**config.mk**
```make
export PLATFORM = sky130hd
export DESIGN_NAME = recent_send_window_tracker
export DESIGN_NICKNAME = d
export VERILOG_FILES = /design/src/rtl/rswt_pkg.sv /design/src/rtl/rswt_ctrl.sv /design/src/rtl/rswt_dp.sv /design/src/rtl/recent_send_window_tracker.sv
export SDC_FILE = /design/constraint.sdc
export NUM_CORES = 2
export LEC_CHECK = 0
export BUFFER_PORTS_ARGS = -buffer_cell sky130_fd_sc_hd__buf_2
export CAP_MARGIN = 20
export CORE_MARGIN = 2
export CORE_UTILIZATION = 57
export CTS_CLUSTER_DIAMETER = 150
export DETAILED_ROUTE_END_ITERATION = 10
export HOLD_SLACK_MARGIN = 0.08
export PLACE_DENSITY = 0.76
export SYNTH_ARGS = -nofsm -noshare
export SYNTH_HDL_FRONTEND = slang
export SYNTH_SLANG_ARGS = --single-unit
```
**constraint.sdc**
```tcl
create_clock -name aclk -period 6.1 [get_ports aclk]
set_input_delay 1.525 -clock aclk [delete_from_list [all_inputs] [get_ports aclk]]
set_output_delay 1.525 -clock aclk [all_outputs]
set_load 0.01 [all_outputs]
```
**src/rtl/rswt_pkg.sv**
```systemverilog
// ---------------------------------------------------------------------------
// rswt_pkg: shared types and constants for the recent send window tracker
// Field widths, controller states and the command / status bundles that
// join the sequencer and the datapath.
// ---------------------------------------------------------------------------
package rswt_pkg;

    localparam int RING_SLOTS_DEF = 32;
    localparam int HASH_W         = 32;
    localparam int STAMP_W        = 32;
    localparam int WIN_W          = 32;
    localparam int COUNT_W        = 6;
    localparam logic [COUNT_W-1:0] COUNT_MAX = 6'd63;
    localparam logic [WIN_W-1:0]   WIN_RESET = 32'd60;

    typedef enum logic [3:0] {
        ST_IDLE,
        ST_SCAN,
        ST_SCAN_END,
        ST_WRITE,
        ST_OUTER_RD,
        ST_OUTER_EV,
        ST_INNER,
        ST_INNER_END,
        ST_INNER_DEC,
        ST_NEXT,
        ST_DONE
    } state_t;

    typedef struct packed {
        logic load;        // capture the input word
        logic scan;        // issue one lookup read
        logic write;       // store the message in its slot
        logic outer_rd;    // read the slot under the outer index
        logic outer_eval;  // evaluate that slot
        logic inner_rd;    // read one earlier slot for the duplicate check
        logic dist_inc;    // count a first occurrence of a target
        logic next_i;      // step the outer index
        logic emit;        // load the result register
    } cmd_t;

    typedef struct packed {
        logic cnt_last;
        logic i_last;
        logic i_zero;
        logic inner_last;
        logic live_i;
        logic seen;
        logic out_free;
    } stat_t;

endpackage

```
**src/rtl/rswt_ctrl.sv**
```systemverilog
// ---------------------------------------------------------------------------
// rswt_ctrl: sequencer
// Steps through lookup, slot write and the pairwise count over the ring.
// ---------------------------------------------------------------------------
module rswt_ctrl (
    input  logic            aclk,
    input  logic            aresetn,
    input  logic            in_valid,
    output logic            in_ready,
    output rswt_pkg::cmd_t  cmd,
    input  rswt_pkg::stat_t stat
);
    import rswt_pkg::*;

    state_t state_reg, state_next;

    always_ff @(posedge aclk) begin
        if (!aresetn) begin
            state_reg <= ST_IDLE;
        end else begin
            state_reg <= state_next;
        end
    end

    always_comb begin
        state_next = state_reg;
        case (state_reg)
            ST_IDLE: begin
                if (in_valid) begin
                    state_next = ST_SCAN;
                end
            end
            ST_SCAN: begin
                if (stat.cnt_last) begin
                    state_next = ST_SCAN_END;
                end
            end
            ST_SCAN_END:  state_next = ST_WRITE;
            ST_WRITE:     state_next = ST_OUTER_RD;
            ST_OUTER_RD:  state_next = ST_OUTER_EV;
            ST_OUTER_EV: begin
                if (stat.live_i && !stat.i_zero) begin
                    state_next = ST_INNER;
                end else begin
                    state_next = ST_NEXT;
                end
            end
            ST_INNER: begin
                if (stat.inner_last) begin
                    state_next = ST_INNER_END;
                end
            end
            ST_INNER_END: state_next = ST_INNER_DEC;
            ST_INNER_DEC: state_next = ST_NEXT;
            ST_NEXT: begin
                if (stat.i_last) begin
                    state_next = ST_DONE;
                end else begin
                    state_next = ST_OUTER_RD;
                end
            end
            ST_DONE: begin
                if (stat.out_free) begin
                    state_next = ST_IDLE;
                end
            end
            default: state_next = ST_IDLE;
        endcase
    end

    always_comb begin
        cmd      = '0;
        in_ready = 1'b0;
        case (state_reg)
            ST_IDLE: begin
                in_ready = 1'b1;
                cmd.load = in_valid;
            end
            ST_SCAN:     cmd.scan = 1'b1;
            ST_WRITE:    cmd.write = 1'b1;
            ST_OUTER_RD: cmd.outer_rd = 1'b1;
            ST_OUTER_EV: begin
                cmd.outer_eval = 1'b1;
                // slot 0 has nothing before it
                cmd.dist_inc   = stat.live_i && stat.i_zero;
            end
            ST_INNER:     cmd.inner_rd = 1'b1;
            ST_INNER_DEC: cmd.dist_inc = !stat.seen;
            ST_NEXT:      cmd.next_i = 1'b1;
            ST_DONE:      cmd.emit = stat.out_free;
            default: begin
                cmd = '0;
            end
        endcase
    end

endmodule

```
**src/rtl/rswt_dp.sv**
```systemverilog
// ---------------------------------------------------------------------------
// rswt_dp: datapath
// Slot memories, live and text-match flags, indices, counters and the
// result register.
// ---------------------------------------------------------------------------
module rswt_dp #(
    parameter int RING_SLOTS = rswt_pkg::RING_SLOTS_DEF
) (
    input  logic                          aclk,
    input  logic                          aresetn,
    input  rswt_pkg::cmd_t                cmd,
    output rswt_pkg::stat_t               stat,
    input  logic [rswt_pkg::HASH_W-1:0]   in_target,
    input  logic [rswt_pkg::HASH_W-1:0]   in_text,
    input  logic [rswt_pkg::STAMP_W-1:0]  in_now,
    input  logic [rswt_pkg::WIN_W-1:0]    window,
    output logic                          out_valid,
    input  logic                          out_ready,
    output logic [rswt_pkg::COUNT_W-1:0]  out_distinct,
    output logic [rswt_pkg::COUNT_W-1:0]  out_same
);
    import rswt_pkg::*;

    localparam int IDX_W = $clog2(RING_SLOTS);
    localparam logic [IDX_W-1:0] IDX_LAST = IDX_W'(RING_SLOTS - 1);

    logic [HASH_W-1:0]  target_mem [RING_SLOTS];
    logic [HASH_W-1:0]  text_mem   [RING_SLOTS];
    logic [STAMP_W-1:0] stamp_mem  [RING_SLOTS];

    logic [HASH_W-1:0]  rd_target_reg, rd_text_reg;
    logic [STAMP_W-1:0] rd_stamp_reg;

    logic [HASH_W-1:0]  tg_reg, tg_next, tx_reg, tx_next, ti_reg, ti_next;
    logic [STAMP_W-1:0] now_reg, now_next;

    logic [RING_SLOTS-1:0] valid_reg, valid_next;
    logic [RING_SLOTS-1:0] live_reg, live_next;
    logic [RING_SLOTS-1:0] txm_reg, txm_next;

    logic [IDX_W-1:0] head_reg, head_next, hit_reg, hit_next;
    logic [IDX_W-1:0] cnt_reg, cnt_next, i_reg, i_next, tag_reg, tag_next;
    logic             found_reg, found_next, seen_reg, seen_next;
    logic             scan_pv_reg, scan_pv_next, inner_pv_reg, inner_pv_next;

    logic [COUNT_W-1:0] dist_reg, dist_next, same_reg, same_next;
    logic [COUNT_W-1:0] out_dist_reg, out_dist_next, out_same_reg, out_same_next;
    logic               out_vld_reg, out_vld_next;

    logic [IDX_W-1:0]   rd_addr, wr_slot;
    logic [STAMP_W-1:0] eff_stamp;
    logic [STAMP_W:0]   age;
    logic               in_win, slot_live, key_hit;

    assign rd_addr = cmd.outer_rd ? i_reg : cnt_reg;
    assign wr_slot = found_reg ? hit_reg : head_reg;

    // never-written slots read as empty
    assign eff_stamp = valid_reg[tag_reg] ? rd_stamp_reg : '0;
    assign age       = {1'b0, now_reg} - {1'b0, eff_stamp};
    assign in_win    = $signed(age) <= $signed({1'b0, window});
    assign slot_live = (eff_stamp != '0) && in_win;
    assign key_hit   = (eff_stamp != '0) && (rd_target_reg == tg_reg)
                       && (rd_text_reg == tx_reg);

    always_ff @(posedge aclk) begin
        if (cmd.write) begin
            target_mem[wr_slot] <= tg_reg;
            text_mem[wr_slot]   <= tx_reg;
            stamp_mem[wr_slot]  <= now_reg;
        end
        rd_target_reg <= target_mem[rd_addr];
        rd_text_reg   <= text_mem[rd_addr];
        rd_stamp_reg  <= stamp_mem[rd_addr];
    end

    always_comb begin
        tg_next       = tg_reg;
        tx_next       = tx_reg;
        now_next      = now_reg;
        ti_next       = ti_reg;
        valid_next    = valid_reg;
        live_next     = live_reg;
        txm_next      = txm_reg;
        head_next     = head_reg;
        hit_next      = hit_reg;
        found_next    = found_reg;
        seen_next     = seen_reg;
        cnt_next      = cnt_reg;
        i_next        = i_reg;
        tag_next      = rd_addr;
        scan_pv_next  = cmd.scan;
        inner_pv_next = cmd.inner_rd;
        dist_next     = dist_reg;
        same_next     = same_reg;
        out_dist_next = out_dist_reg;
        out_same_next = out_same_reg;
        out_vld_next  = out_vld_reg;

        if (cmd.load) begin
            tg_next    = in_target;
            tx_next    = in_text;
            now_next   = in_now;
            found_next = 1'b0;
            cnt_next   = '0;
        end

        if (cmd.scan && cnt_reg != IDX_LAST) begin
            cnt_next = cnt_reg + 1'b1;
        end

        // lookup data returns in the cycle after its read
        if (scan_pv_reg) begin
            live_next[tag_reg] = slot_live;
            txm_next[tag_reg]  = (rd_text_reg == tx_reg);
            if (key_hit && !found_reg) begin
                found_next = 1'b1;
                hit_next   = tag_reg;
            end
        end

        if (cmd.write) begin
            valid_next[wr_slot] = 1'b1;
            live_next[wr_slot]  = (now_reg != '0);
            txm_next[wr_slot]   = 1'b1;
            if (!found_reg) begin
                head_next = (head_reg == IDX_LAST) ? '0 : head_reg + 1'b1;
            end
            i_next    = '0;
            dist_next = '0;
            same_next = '0;
        end

        if (cmd.outer_eval) begin
            ti_next   = rd_target_reg;
            seen_next = 1'b0;
            cnt_next  = '0;
            if (live_reg[i_reg] && txm_reg[i_reg] && same_reg != COUNT_MAX) begin
                same_next = same_reg + 1'b1;
            end
        end

        if (cmd.inner_rd && cnt_reg != IDX_LAST) begin
            cnt_next = cnt_reg + 1'b1;
        end

        if (inner_pv_reg && live_reg[tag_reg] && rd_target_reg == ti_reg) begin
            seen_next = 1'b1;
        end

        if (cmd.dist_inc && dist_reg != COUNT_MAX) begin
            dist_next = dist_reg + 1'b1;
        end

        if (cmd.next_i && i_reg != IDX_LAST) begin
            i_next = i_reg + 1'b1;
        end

        if (cmd.emit) begin
            out_vld_next  = 1'b1;
            out_dist_next = dist_reg;
            out_same_next = same_reg;
        end else if (out_ready) begin
            out_vld_next = 1'b0;
        end
    end

    always_ff @(posedge aclk) begin
        if (!aresetn) begin
            valid_reg    <= '0;
            live_reg     <= '0;
            txm_reg      <= '0;
            head_reg     <= '0;
            hit_reg      <= '0;
            found_reg    <= 1'b0;
            seen_reg     <= 1'b0;
            cnt_reg      <= '0;
            i_reg        <= '0;
            tag_reg      <= '0;
            scan_pv_reg  <= 1'b0;
            inner_pv_reg <= 1'b0;
            dist_reg     <= '0;
            same_reg     <= '0;
            out_vld_reg  <= 1'b0;
        end else begin
            valid_reg    <= valid_next;
            live_reg     <= live_next;
            txm_reg      <= txm_next;
            head_reg     <= head_next;
            hit_reg      <= hit_next;
            found_reg    <= found_next;
            seen_reg     <= seen_next;
            cnt_reg      <= cnt_next;
            i_reg        <= i_next;
            tag_reg      <= tag_next;
            scan_pv_reg  <= scan_pv_next;
            inner_pv_reg <= inner_pv_next;
            dist_reg     <= dist_next;
            same_reg     <= same_next;
            out_vld_reg  <= out_vld_next;
        end
    end

    always_ff @(posedge aclk) begin
        tg_reg       <= tg_next;
        tx_reg       <= tx_next;
        now_reg      <= now_next;
        ti_reg       <= ti_next;
        out_dist_reg <= out_dist_next;
        out_same_reg <= out_same_next;
    end

    assign stat.cnt_last   = (cnt_reg == IDX_LAST);
    assign stat.i_last     = (i_reg == IDX_LAST);
    assign stat.i_zero     = (i_reg == '0);
    assign stat.inner_last = (cnt_reg == i_reg - 1'b1);
    assign stat.live_i     = live_reg[i_reg];
    assign stat.seen       = seen_reg;
    assign stat.out_free   = !out_vld_reg || out_ready;

    assign out_valid    = out_vld_reg;
    assign out_distinct = out_dist_reg;
    assign out_same     = out_same_reg;

endmodule

```
**src/rtl/recent_send_window_tracker.sv**
```systemverilog
// ---------------------------------------------------------------------------
// recent_send_window_tracker: ring of recently sent messages with counts
// Records one message per input word and reports distinct live targets and
// live slots carrying the same text.
// ---------------------------------------------------------------------------
// Usage:
//  s_ channel: one word per sent message (target hash, text hash, time).
//  m_ channel: one word per input: distinct live targets, same-text count.
//  cfg channel: window length in seconds, always ready; write only while
//  the block is idle. Reset value is 60.
//  Per word, N = RING_SLOTS: a lookup pass over all N slots, then an outer
//  pass that visits every slot, plus for each live slot i > 0 a duplicate
//  check against slots 0 to i-1 (it runs through the single read port of the
//  target memory). One word at a time; s_tready is high only between words.
//  The result sits in an output register: the next word is taken while it
//  waits, and that word's result is held back until m_tready frees it.
//  Reset empties every slot through per-slot valid flags, with no clearing
//  pass, and sets the head pointer to slot 0.
// ---------------------------------------------------------------------------
module recent_send_window_tracker #(
    parameter int RING_SLOTS = rswt_pkg::RING_SLOTS_DEF
) (
    input  logic        aclk,
    input  logic        aresetn,
    input  logic        s_tvalid,
    output logic        s_tready,
    input  logic [95:0] s_tdata,   // target_hash, text_hash, now_seconds
    output logic        m_tvalid,
    input  logic        m_tready,
    output logic [15:0] m_tdata,   // unique_targets, same_text_count, zero fill
    input  logic        cfg_valid,
    output logic        cfg_ready,
    input  logic [31:0] cfg_data   // window_seconds
);
    import rswt_pkg::*;

    localparam int CNT_CAP = (RING_SLOTS < 63) ? RING_SLOTS : 63;

    logic [WIN_W-1:0]   win_reg, win_next;
    cmd_t               cmd;
    stat_t              stat;
    logic [COUNT_W-1:0] distinct, same;

    assign cfg_ready = 1'b1;
    assign win_next  = cfg_valid ? cfg_data : win_reg;

    always_ff @(posedge aclk) begin
        if (!aresetn) begin
            win_reg <= WIN_RESET;
        end else begin
            win_reg <= win_next;
        end
    end

    rswt_ctrl u_ctrl (
        .aclk     (aclk),
        .aresetn  (aresetn),
        .in_valid (s_tvalid),
        .in_ready (s_tready),
        .cmd      (cmd),
        .stat     (stat)
    );

    rswt_dp #(
        .RING_SLOTS (RING_SLOTS)
    ) u_dp (
        .aclk         (aclk),
        .aresetn      (aresetn),
        .cmd          (cmd),
        .stat         (stat),
        .in_target    (s_tdata[31:0]),
        .in_text      (s_tdata[63:32]),
        .in_now       (s_tdata[95:64]),
        .window       (win_reg),
        .out_valid    (m_tvalid),
        .out_ready    (m_tready),
        .out_distinct (distinct),
        .out_same     (same)
    );

    assign m_tdata = {4'b0000, same, distinct};

    a_no_accept_while_busy: assert property (@(posedge aclk) disable iff (!aresetn)
        (s_tvalid && s_tready) |=> !s_tready)
        else $error("input word taken while one is in progress");

    a_result_from_emit: assert property (@(posedge aclk) disable iff (!aresetn)
        $rose(m_tvalid) |-> $past(cmd.emit))
        else $error("result appeared without an emit");

    a_count_bound: assert property (@(posedge aclk) disable iff (!aresetn)
        m_tvalid |-> (distinct <= COUNT_W'(CNT_CAP) && same <= COUNT_W'(CNT_CAP)))
        else $error("count above ring size");

    a_same_needs_target: assert property (@(posedge aclk) disable iff (!aresetn)
        (m_tvalid && same != '0) |-> distinct != '0)
        else $error("live text match with no live target");

endmodule
```
Yosys cells after proc, flatten, opt, wreduce, memory -nomap -nowiden
Memories as Yosys holds them, arrays and structs flattened. A register that Yosys moved wholly into a read port is not among the register bits.
Index checks and enable logic that the tools add are counted.
Word-level totals
  register bits after elaboration: 314
  latch bits: 0
  bits in writable memories: 3072
  memory bits (read-only): 0
  input bits: 133
  output and inout port bits: 19
  logic and storage cells: 160
  memories kept: 3
Memories
  u_dp.stamp_mem: words 32, bits a word 32, read ports 1, clocked after Yosys merged registers in 1, wr ports 1, line rswt_dp.sv:29  | logic [STAMP_W-1:0] stamp_mem [RING_SLOTS];
  u_dp.target_mem: words 32, bits a word 32, read ports 1, clocked after Yosys merged registers in 1, wr ports 1, line rswt_dp.sv:27  | logic [HASH_W-1:0] target_mem [RING_SLOTS];
  u_dp.text_mem: words 32, bits a word 32, read ports 1, clocked after Yosys merged registers in 1, wr ports 1, line rswt_dp.sv:28  | logic [HASH_W-1:0] text_mem [RING_SLOTS];
Operators by class
  add/sub/neg operators: 7
  $mul: 0
  div/mod/pow operators: 0
  $lt $le $gt $ge: 6
  equality and inequality tests: 25
  shifts and indexed selects: 0
  multiplexer cells: 60
  bitwise operators: 3
  reductions and logical operators: 33
Operator list (count)
  $mux W32: 5
  $bwmux W32: 3
  $eq A32 B32 Y1: 3
  $or A32 B32 Y32: 2
  $reduce_bool A32 Y1: 2
  $mux W5: 9
  $pmux W4 S11: 1
  $le A33 B33 Y1: 1
  $sub A32 B32 Y33: 1
  $mux W6: 5
  $mux W1: 24
  $mux W4: 6
  $bmux W1 S5: 4
  $lt A5 B6 Y1 const B: 3
  $eq A4 B3 Y1 const B: 4
  $logic_and A1 B1 Y1: 16
  $add A5 B1 Y5 const B: 3
  $eq A5 B5 Y1 const B: 3
  $add A6 B1 Y6 const B: 2
  $eq A4 B4 Y1 const B: 3
  $ne A6 B6 Y1 const B: 2
  $demux W1 S5: 2
  $ge A5 B1 Y1 const B: 2
  $ne A5 B5 Y1 const B: 2
  16 further kinds: 26

Logic depth before layout (Yosys ltp)
  word-level depth: 10
  depth in mapped cells: 30
  mapped depth without buffers: 26

Hierarchy
Synthesis repeated with hierarchy kept, for this count alone.
Second synthesis, totals
  cells, all modules: 7317
  area total of the unflattened synthesis: 135940.4 um2
Modules (own cells, without submodules)
  rswt_dp: instances 1, cells each 7152, area an instance 134231.2 um2, seq. area each 101137.0 um2
  recent_send_window_tracker: instances 1, cells each 110, area an instance 1278.7 um2, seq. area each 640.6 um2
  rswt_ctrl: instances 1, cells each 55, area an instance 430.4 um2, seq. area each 80.1 um2

Worst setup path before layout
OpenSTA, ideal clock, no wires.
  path kind: flip-flop to flip-flop
  start: register u_ctrl.state_reg[3]
  end: register u_dp.live_reg[16]
  setup time: 0.364 ns
  arrival time: 5.896 ns
  required time: 5.736 ns
  slack: -0.160 ns
  stages on the path, launching flop included: 8
  clock period less this slack: 6.260 ns
  cells stage by stage: dfxtp_1 -> clkbuf_1 -> nor2b_1 -> nand2_1 -> nor2_1 -> o21ai_1 -> nor2_1 -> a22oi_1
On the way
  longest elaborated chain between the ends: 3
RTL lines
  start: declaration: line rswt_ctrl.sv:15  | state_t state_reg, state_next;
  start signal: assignment: line rswt_ctrl.sv:21  | state_reg <= state_next;
  $eq A4 B2 Y1: line rswt_ctrl.sv:74  | case (state_reg)
  $mux W1: line rswt_ctrl.sv:74
  $mux W32: line rswt_dp.sv:122  | if (cmd.write) begin
  end signal: assignment: line rswt_dp.sv:187  | live_reg <= live_next;
  end: declaration: line rswt_dp.sv:38  | logic [RING_SLOTS-1:0] live_reg, live_next;
Every way passes these cells.
A chain may end at the register's enable or synchronous reset.

Worst setup path in the final report
  start: register u_dp.tag_reg[1]
  end: register u_dp.live_reg[13]
On the way
  longest elaborated chain between the ends: 10
  elaborated cells between the ends (all ways): 16
RTL lines
  start: declaration: line rswt_dp.sv:42  | logic [IDX_W-1:0] cnt_reg, cnt_next, i_reg, i_next, tag_reg, tag_next;
  start signal: assignment: line rswt_dp.sv:195  | tag_reg <= tag_next;
  $bmux W1 S5: line rswt_dp.sv:59  | assign eff_stamp = valid_reg[tag_reg] ? rd_stamp_reg : '0;
  $mux W1 (not written as such): line rswt_dp.sv:59
  $mux W32: line rswt_dp.sv:59
  $sub A32 B32 Y33: line rswt_dp.sv:60  | assign age = {1'b0, now_reg} - {1'b0, eff_stamp};
  $le A33 B33 Y1: line rswt_dp.sv:61  | assign in_win = $signed(age) <= $signed({1'b0, window});
  $logic_and A1 B1 Y1: line rswt_dp.sv:62  | assign slot_live = (eff_stamp != '0) && in_win;
  $bwmux W32 (*): line rswt_dp.sv:114  | live_next[tag_reg] = slot_live;
  $mux W32 (*): line rswt_dp.sv:113  | if (scan_pv_reg) begin
  $bwmux W32: line rswt_dp.sv:124  | live_next[wr_slot] = (now_reg != '0);
  $mux W32 (*): line rswt_dp.sv:122
Mark *: on every way between the ends. The rest lies on a longest branch, timed or not. The select of a mux whose other input is x is not followed.

==> impl_metrics.yaml <==
finish:
  top_regs: "u_dp.stamp_mem (1024), u_dp.target_mem (1024), u_dp.text_mem (1024)"
  layout-drive-gt1-share_pct: 23.40
  final_util_pct: 64.97
  syn2layout_area_growth_pct: 13.61
  design.final.nets: 7910
global_routing:
  grt_max_degree: 147
  antenna_found_initial: 7
  overflow: 0
  first_global_vias: 73960
  grt_pass1_wl_um: 511100
  grt_use_total_pct: 29.15
synth:
  synth_top_area_share_pct: 71.10
  yosysSeqAreaShare_pct: 75.09
  synth_area_leader_cell: "edfxtp_1"
  synth.area.mux_share_pct: 14.02
  syn_area_um2: 135700
  yosysMostFrequentCell: "edfxtp_1"
  synth_compound_area_share_pct: 1.589
  synth-adder-area-share_pct: 0.6881
  synth_edf_count: 3212
  yosys.area_share.simple_pct: 6.381
  synthCells: 7300
  synth-main-ff-cell: "edfxtp_1"
  yosys-top-cells-area: "edfxtp_1 71%, mux4_2 13%, dfxtp_1 4.0%, nand2_1 2.7%, nand3_1 2.3%"
  synth_top_family_by_area: "multiplexers"
  synth.distinct_cells: 72
  synthArstFlopShare_pct: 0
  ys_top_cells_by_count: "3,212 x edfxtp_1, 988 x nand2_1, 790 x mux4_2"
  syn_avg_cell_area_um2: 18.58
  yosys_warnings: 0
  synth_xor_area_share_pct: 0.8458
  ys_ff_latch: 3482
power_and_ir_drop:
  leakage_uw: 0.05131
  p_int_uw: 42160
  p_seq_share_pct: 50.5
  combPwrFrac_pct: 11.1
  peakVddDrop_mv: 0.2547
  power_switching_uw: 12680
  switching_share_pct: 23.12
  power.density_nw_per_um2: 355.9
  clock_power_share_pct: 38.4
timing:
  min_period_over_period_pct: 97.51
  period_minus_slack_ps: 5948
  hold_ws_ps: 464.7
  max_slew_margin_pct: 9.202
  skew_ps: 65.71
  setup_slack_ps: 152.0
  slew_viol_final: 0
  max_freq_ghz: 0.1681
  setup_viol: 0
  tightest_slew_ps: 1359
  hold_viol_final: 0
clock_tree:
  cts_tree: "yes"
  root_buffer: "clkbuf_16"
  clock_latency_ps: 980
  htreeDepth: 5
  cts_hold_buffers: 0
  clk_pin_slew_ps: 60
  numCtsBuffers: 356
  ctsLongestPathBuffers: 4
  cts.sinks: 3482
floorplanning:
  die_h_um: 491.8
  dieArea_um2: 241900
  start_util_pct: 57.19
  rows: 179
  die_w_um: 491.8
  core_area_um2: 237200
  ios: 152
flow_run:
  max_cap_violations: 0
detailed_routing:
  wl_per_cell_um: 31.83
  vias: 74120
  drc: 0
  first_iter_violations: 11010
  wl_met3_um: 40660
  routed.top_layer: "met5"
  vias_per_cell: 6.648
  firstDrtPassIters: 6
  met2_length_um: 172000
  wl_um: 354900
  drt-met1-wl_um: 130300
  ant_nets: 0
critical_path:
  cp_max_fo: 8
  cp-start-kind: "flip-flop"
  worst-path-buf-inv: 7
  path_class: "reg -> reg"
  slowest_delay_ps: 390
  cpMaxStageDelayCell: "dfxtp_4"
  crit_top_cell: "buf_4"
  worstSetupEndpointType: "flip-flop"
  worstPathRequired_ps: 6910
  critPathTopFamily: "compound AO/OA/AOI/OAI gates"
  crit_arrival_ps: 6750
hold_path:
  min_path_type: "reg -> reg"
outcome:
  outcome: "complete, no violations"
place:
  hpwl_um: 167700
  place.gp.congestion: 0.8365
  portBuffers: 146
  place_ws_ps: -565.2
## layout make-up
class	count	area, um^2
well taps	3167	3963
multi-input cells	3368	32510
inverters	56	247.7
repair buffers	439	4337
clock inverters	162	1483
flip-flops and latches	3482	101900
diodes	3	7.507
fillers	15060	83070
clock buffers	473	9687
## timing repair
item / in CTS / in global routing
resized for setup: 20 / 48
endpoints found under the setup margin: 32 / 32
pin swaps: 9 / 29
buffers inserted: 4 / 9
gates cloned: 1 / 3
## per-layer routing
metal	track usage [%]	vias to the layer above
met1	41.23	38130
li1	-	29810
met3	5.145	757
met2	46.75	5421
met5	0	-
met4	9.389	2
## per-stage QoR
stage          cells  total power [uW]  area, um^2  TNS [ps]
6_report       11150             54840      154100         0
3_5_place_dp   10490             34120      142200    -15810
3_3_place_gp   10480             33960      142100    -15930
5_1_grt        11150             56410      154100     -1578
4_1_cts        11130             54920      153500         0
2_1_floorplan   7303             32340      135700     -2214
## layout by cell type, fill, tap and decap left out, drive strengths merged, types with 23 or more instances in the layout
| cell | synthesis | final |
|---|---|---|
| bufinv | 0 | 25 |
| nand4 | 34 | 34 |
| clkinv | 0 | 120 |
| nor2 | 106 | 106 |
| mux2i | 59 | 59 |
| ha | 73 | 73 |
| a21oi | 65 | 65 |
| mux4 | 795 | 795 |
| nor2b | 54 | 54 |
| edfxtp | 3212 | 3212 |
| a22oi | 24 | 24 |
| o21ai | 51 | 51 |
| clkbuf | 245 | 476 |
| buf | 152 | 436 |
| mux2 | 45 | 45 |
| inv | 56 | 60 |
| a211oi | 23 | 23 |
| o21a | 68 | 68 |
| nor4 | 31 | 31 |
| nand3 | 617 | 617 |
| xnor2 | 83 | 83 |
| xor2 | 48 | 48 |
| dfxtp | 270 | 270 |
| nand2 | 988 | 988 |
## worst register-to-register path, delay by kind of cell, from the launching register on
family	cells	cell delay, ps
muxes	2	680
adders and majority gates	2	540
DFF	1	390
AOI/OAI and AO/OA	10	1990
xor gates and xnor gates	1	150
and+or+nand+nor	7	990
buffers and inverters	7	1100
## path summary, 6_finish.rpt
check	endpoint	slack [ps]	depth (start not counted)	startpoint
max	u_dp.live_reg[13]	150	29	u_dp.tag_reg[1]
min	u_dp.valid_reg[28]	460	1	u_dp.valid_reg[28]
max reg2reg	u_dp.live_reg[13]	150	29	u_dp.tag_reg[1]
min reg2reg	u_dp.valid_reg[28]	460	1	u_dp.valid_reg[28]
## power by group through the flow
stage / clock [uW] / combinational, uW / sequential (uW)
CTS: 21200 / 5970 / 27700
detailed placement: 0 / 5870 / 28200
floorplan: 0 / 3980 / 28400
global route: 22100 / 6620 / 27700
global placement: 0 / 5760 / 28200
finish: 21100 / 6110 / 27700
## cell families (layout without fill, tap and decap cells)
logic type,count (synthesis),after routing
XOR/XNOR,131,131
AND/OR/NAND/NOR,1935,1935
other,2,8
flip-flops,3482,3482
buffers and inverters,453,1130
adder cells (fa/ha/maj),74,74
AO/OA/AOI/OAI,324,324
multiplexers,899,899
(Power assumes the default switching activity.)
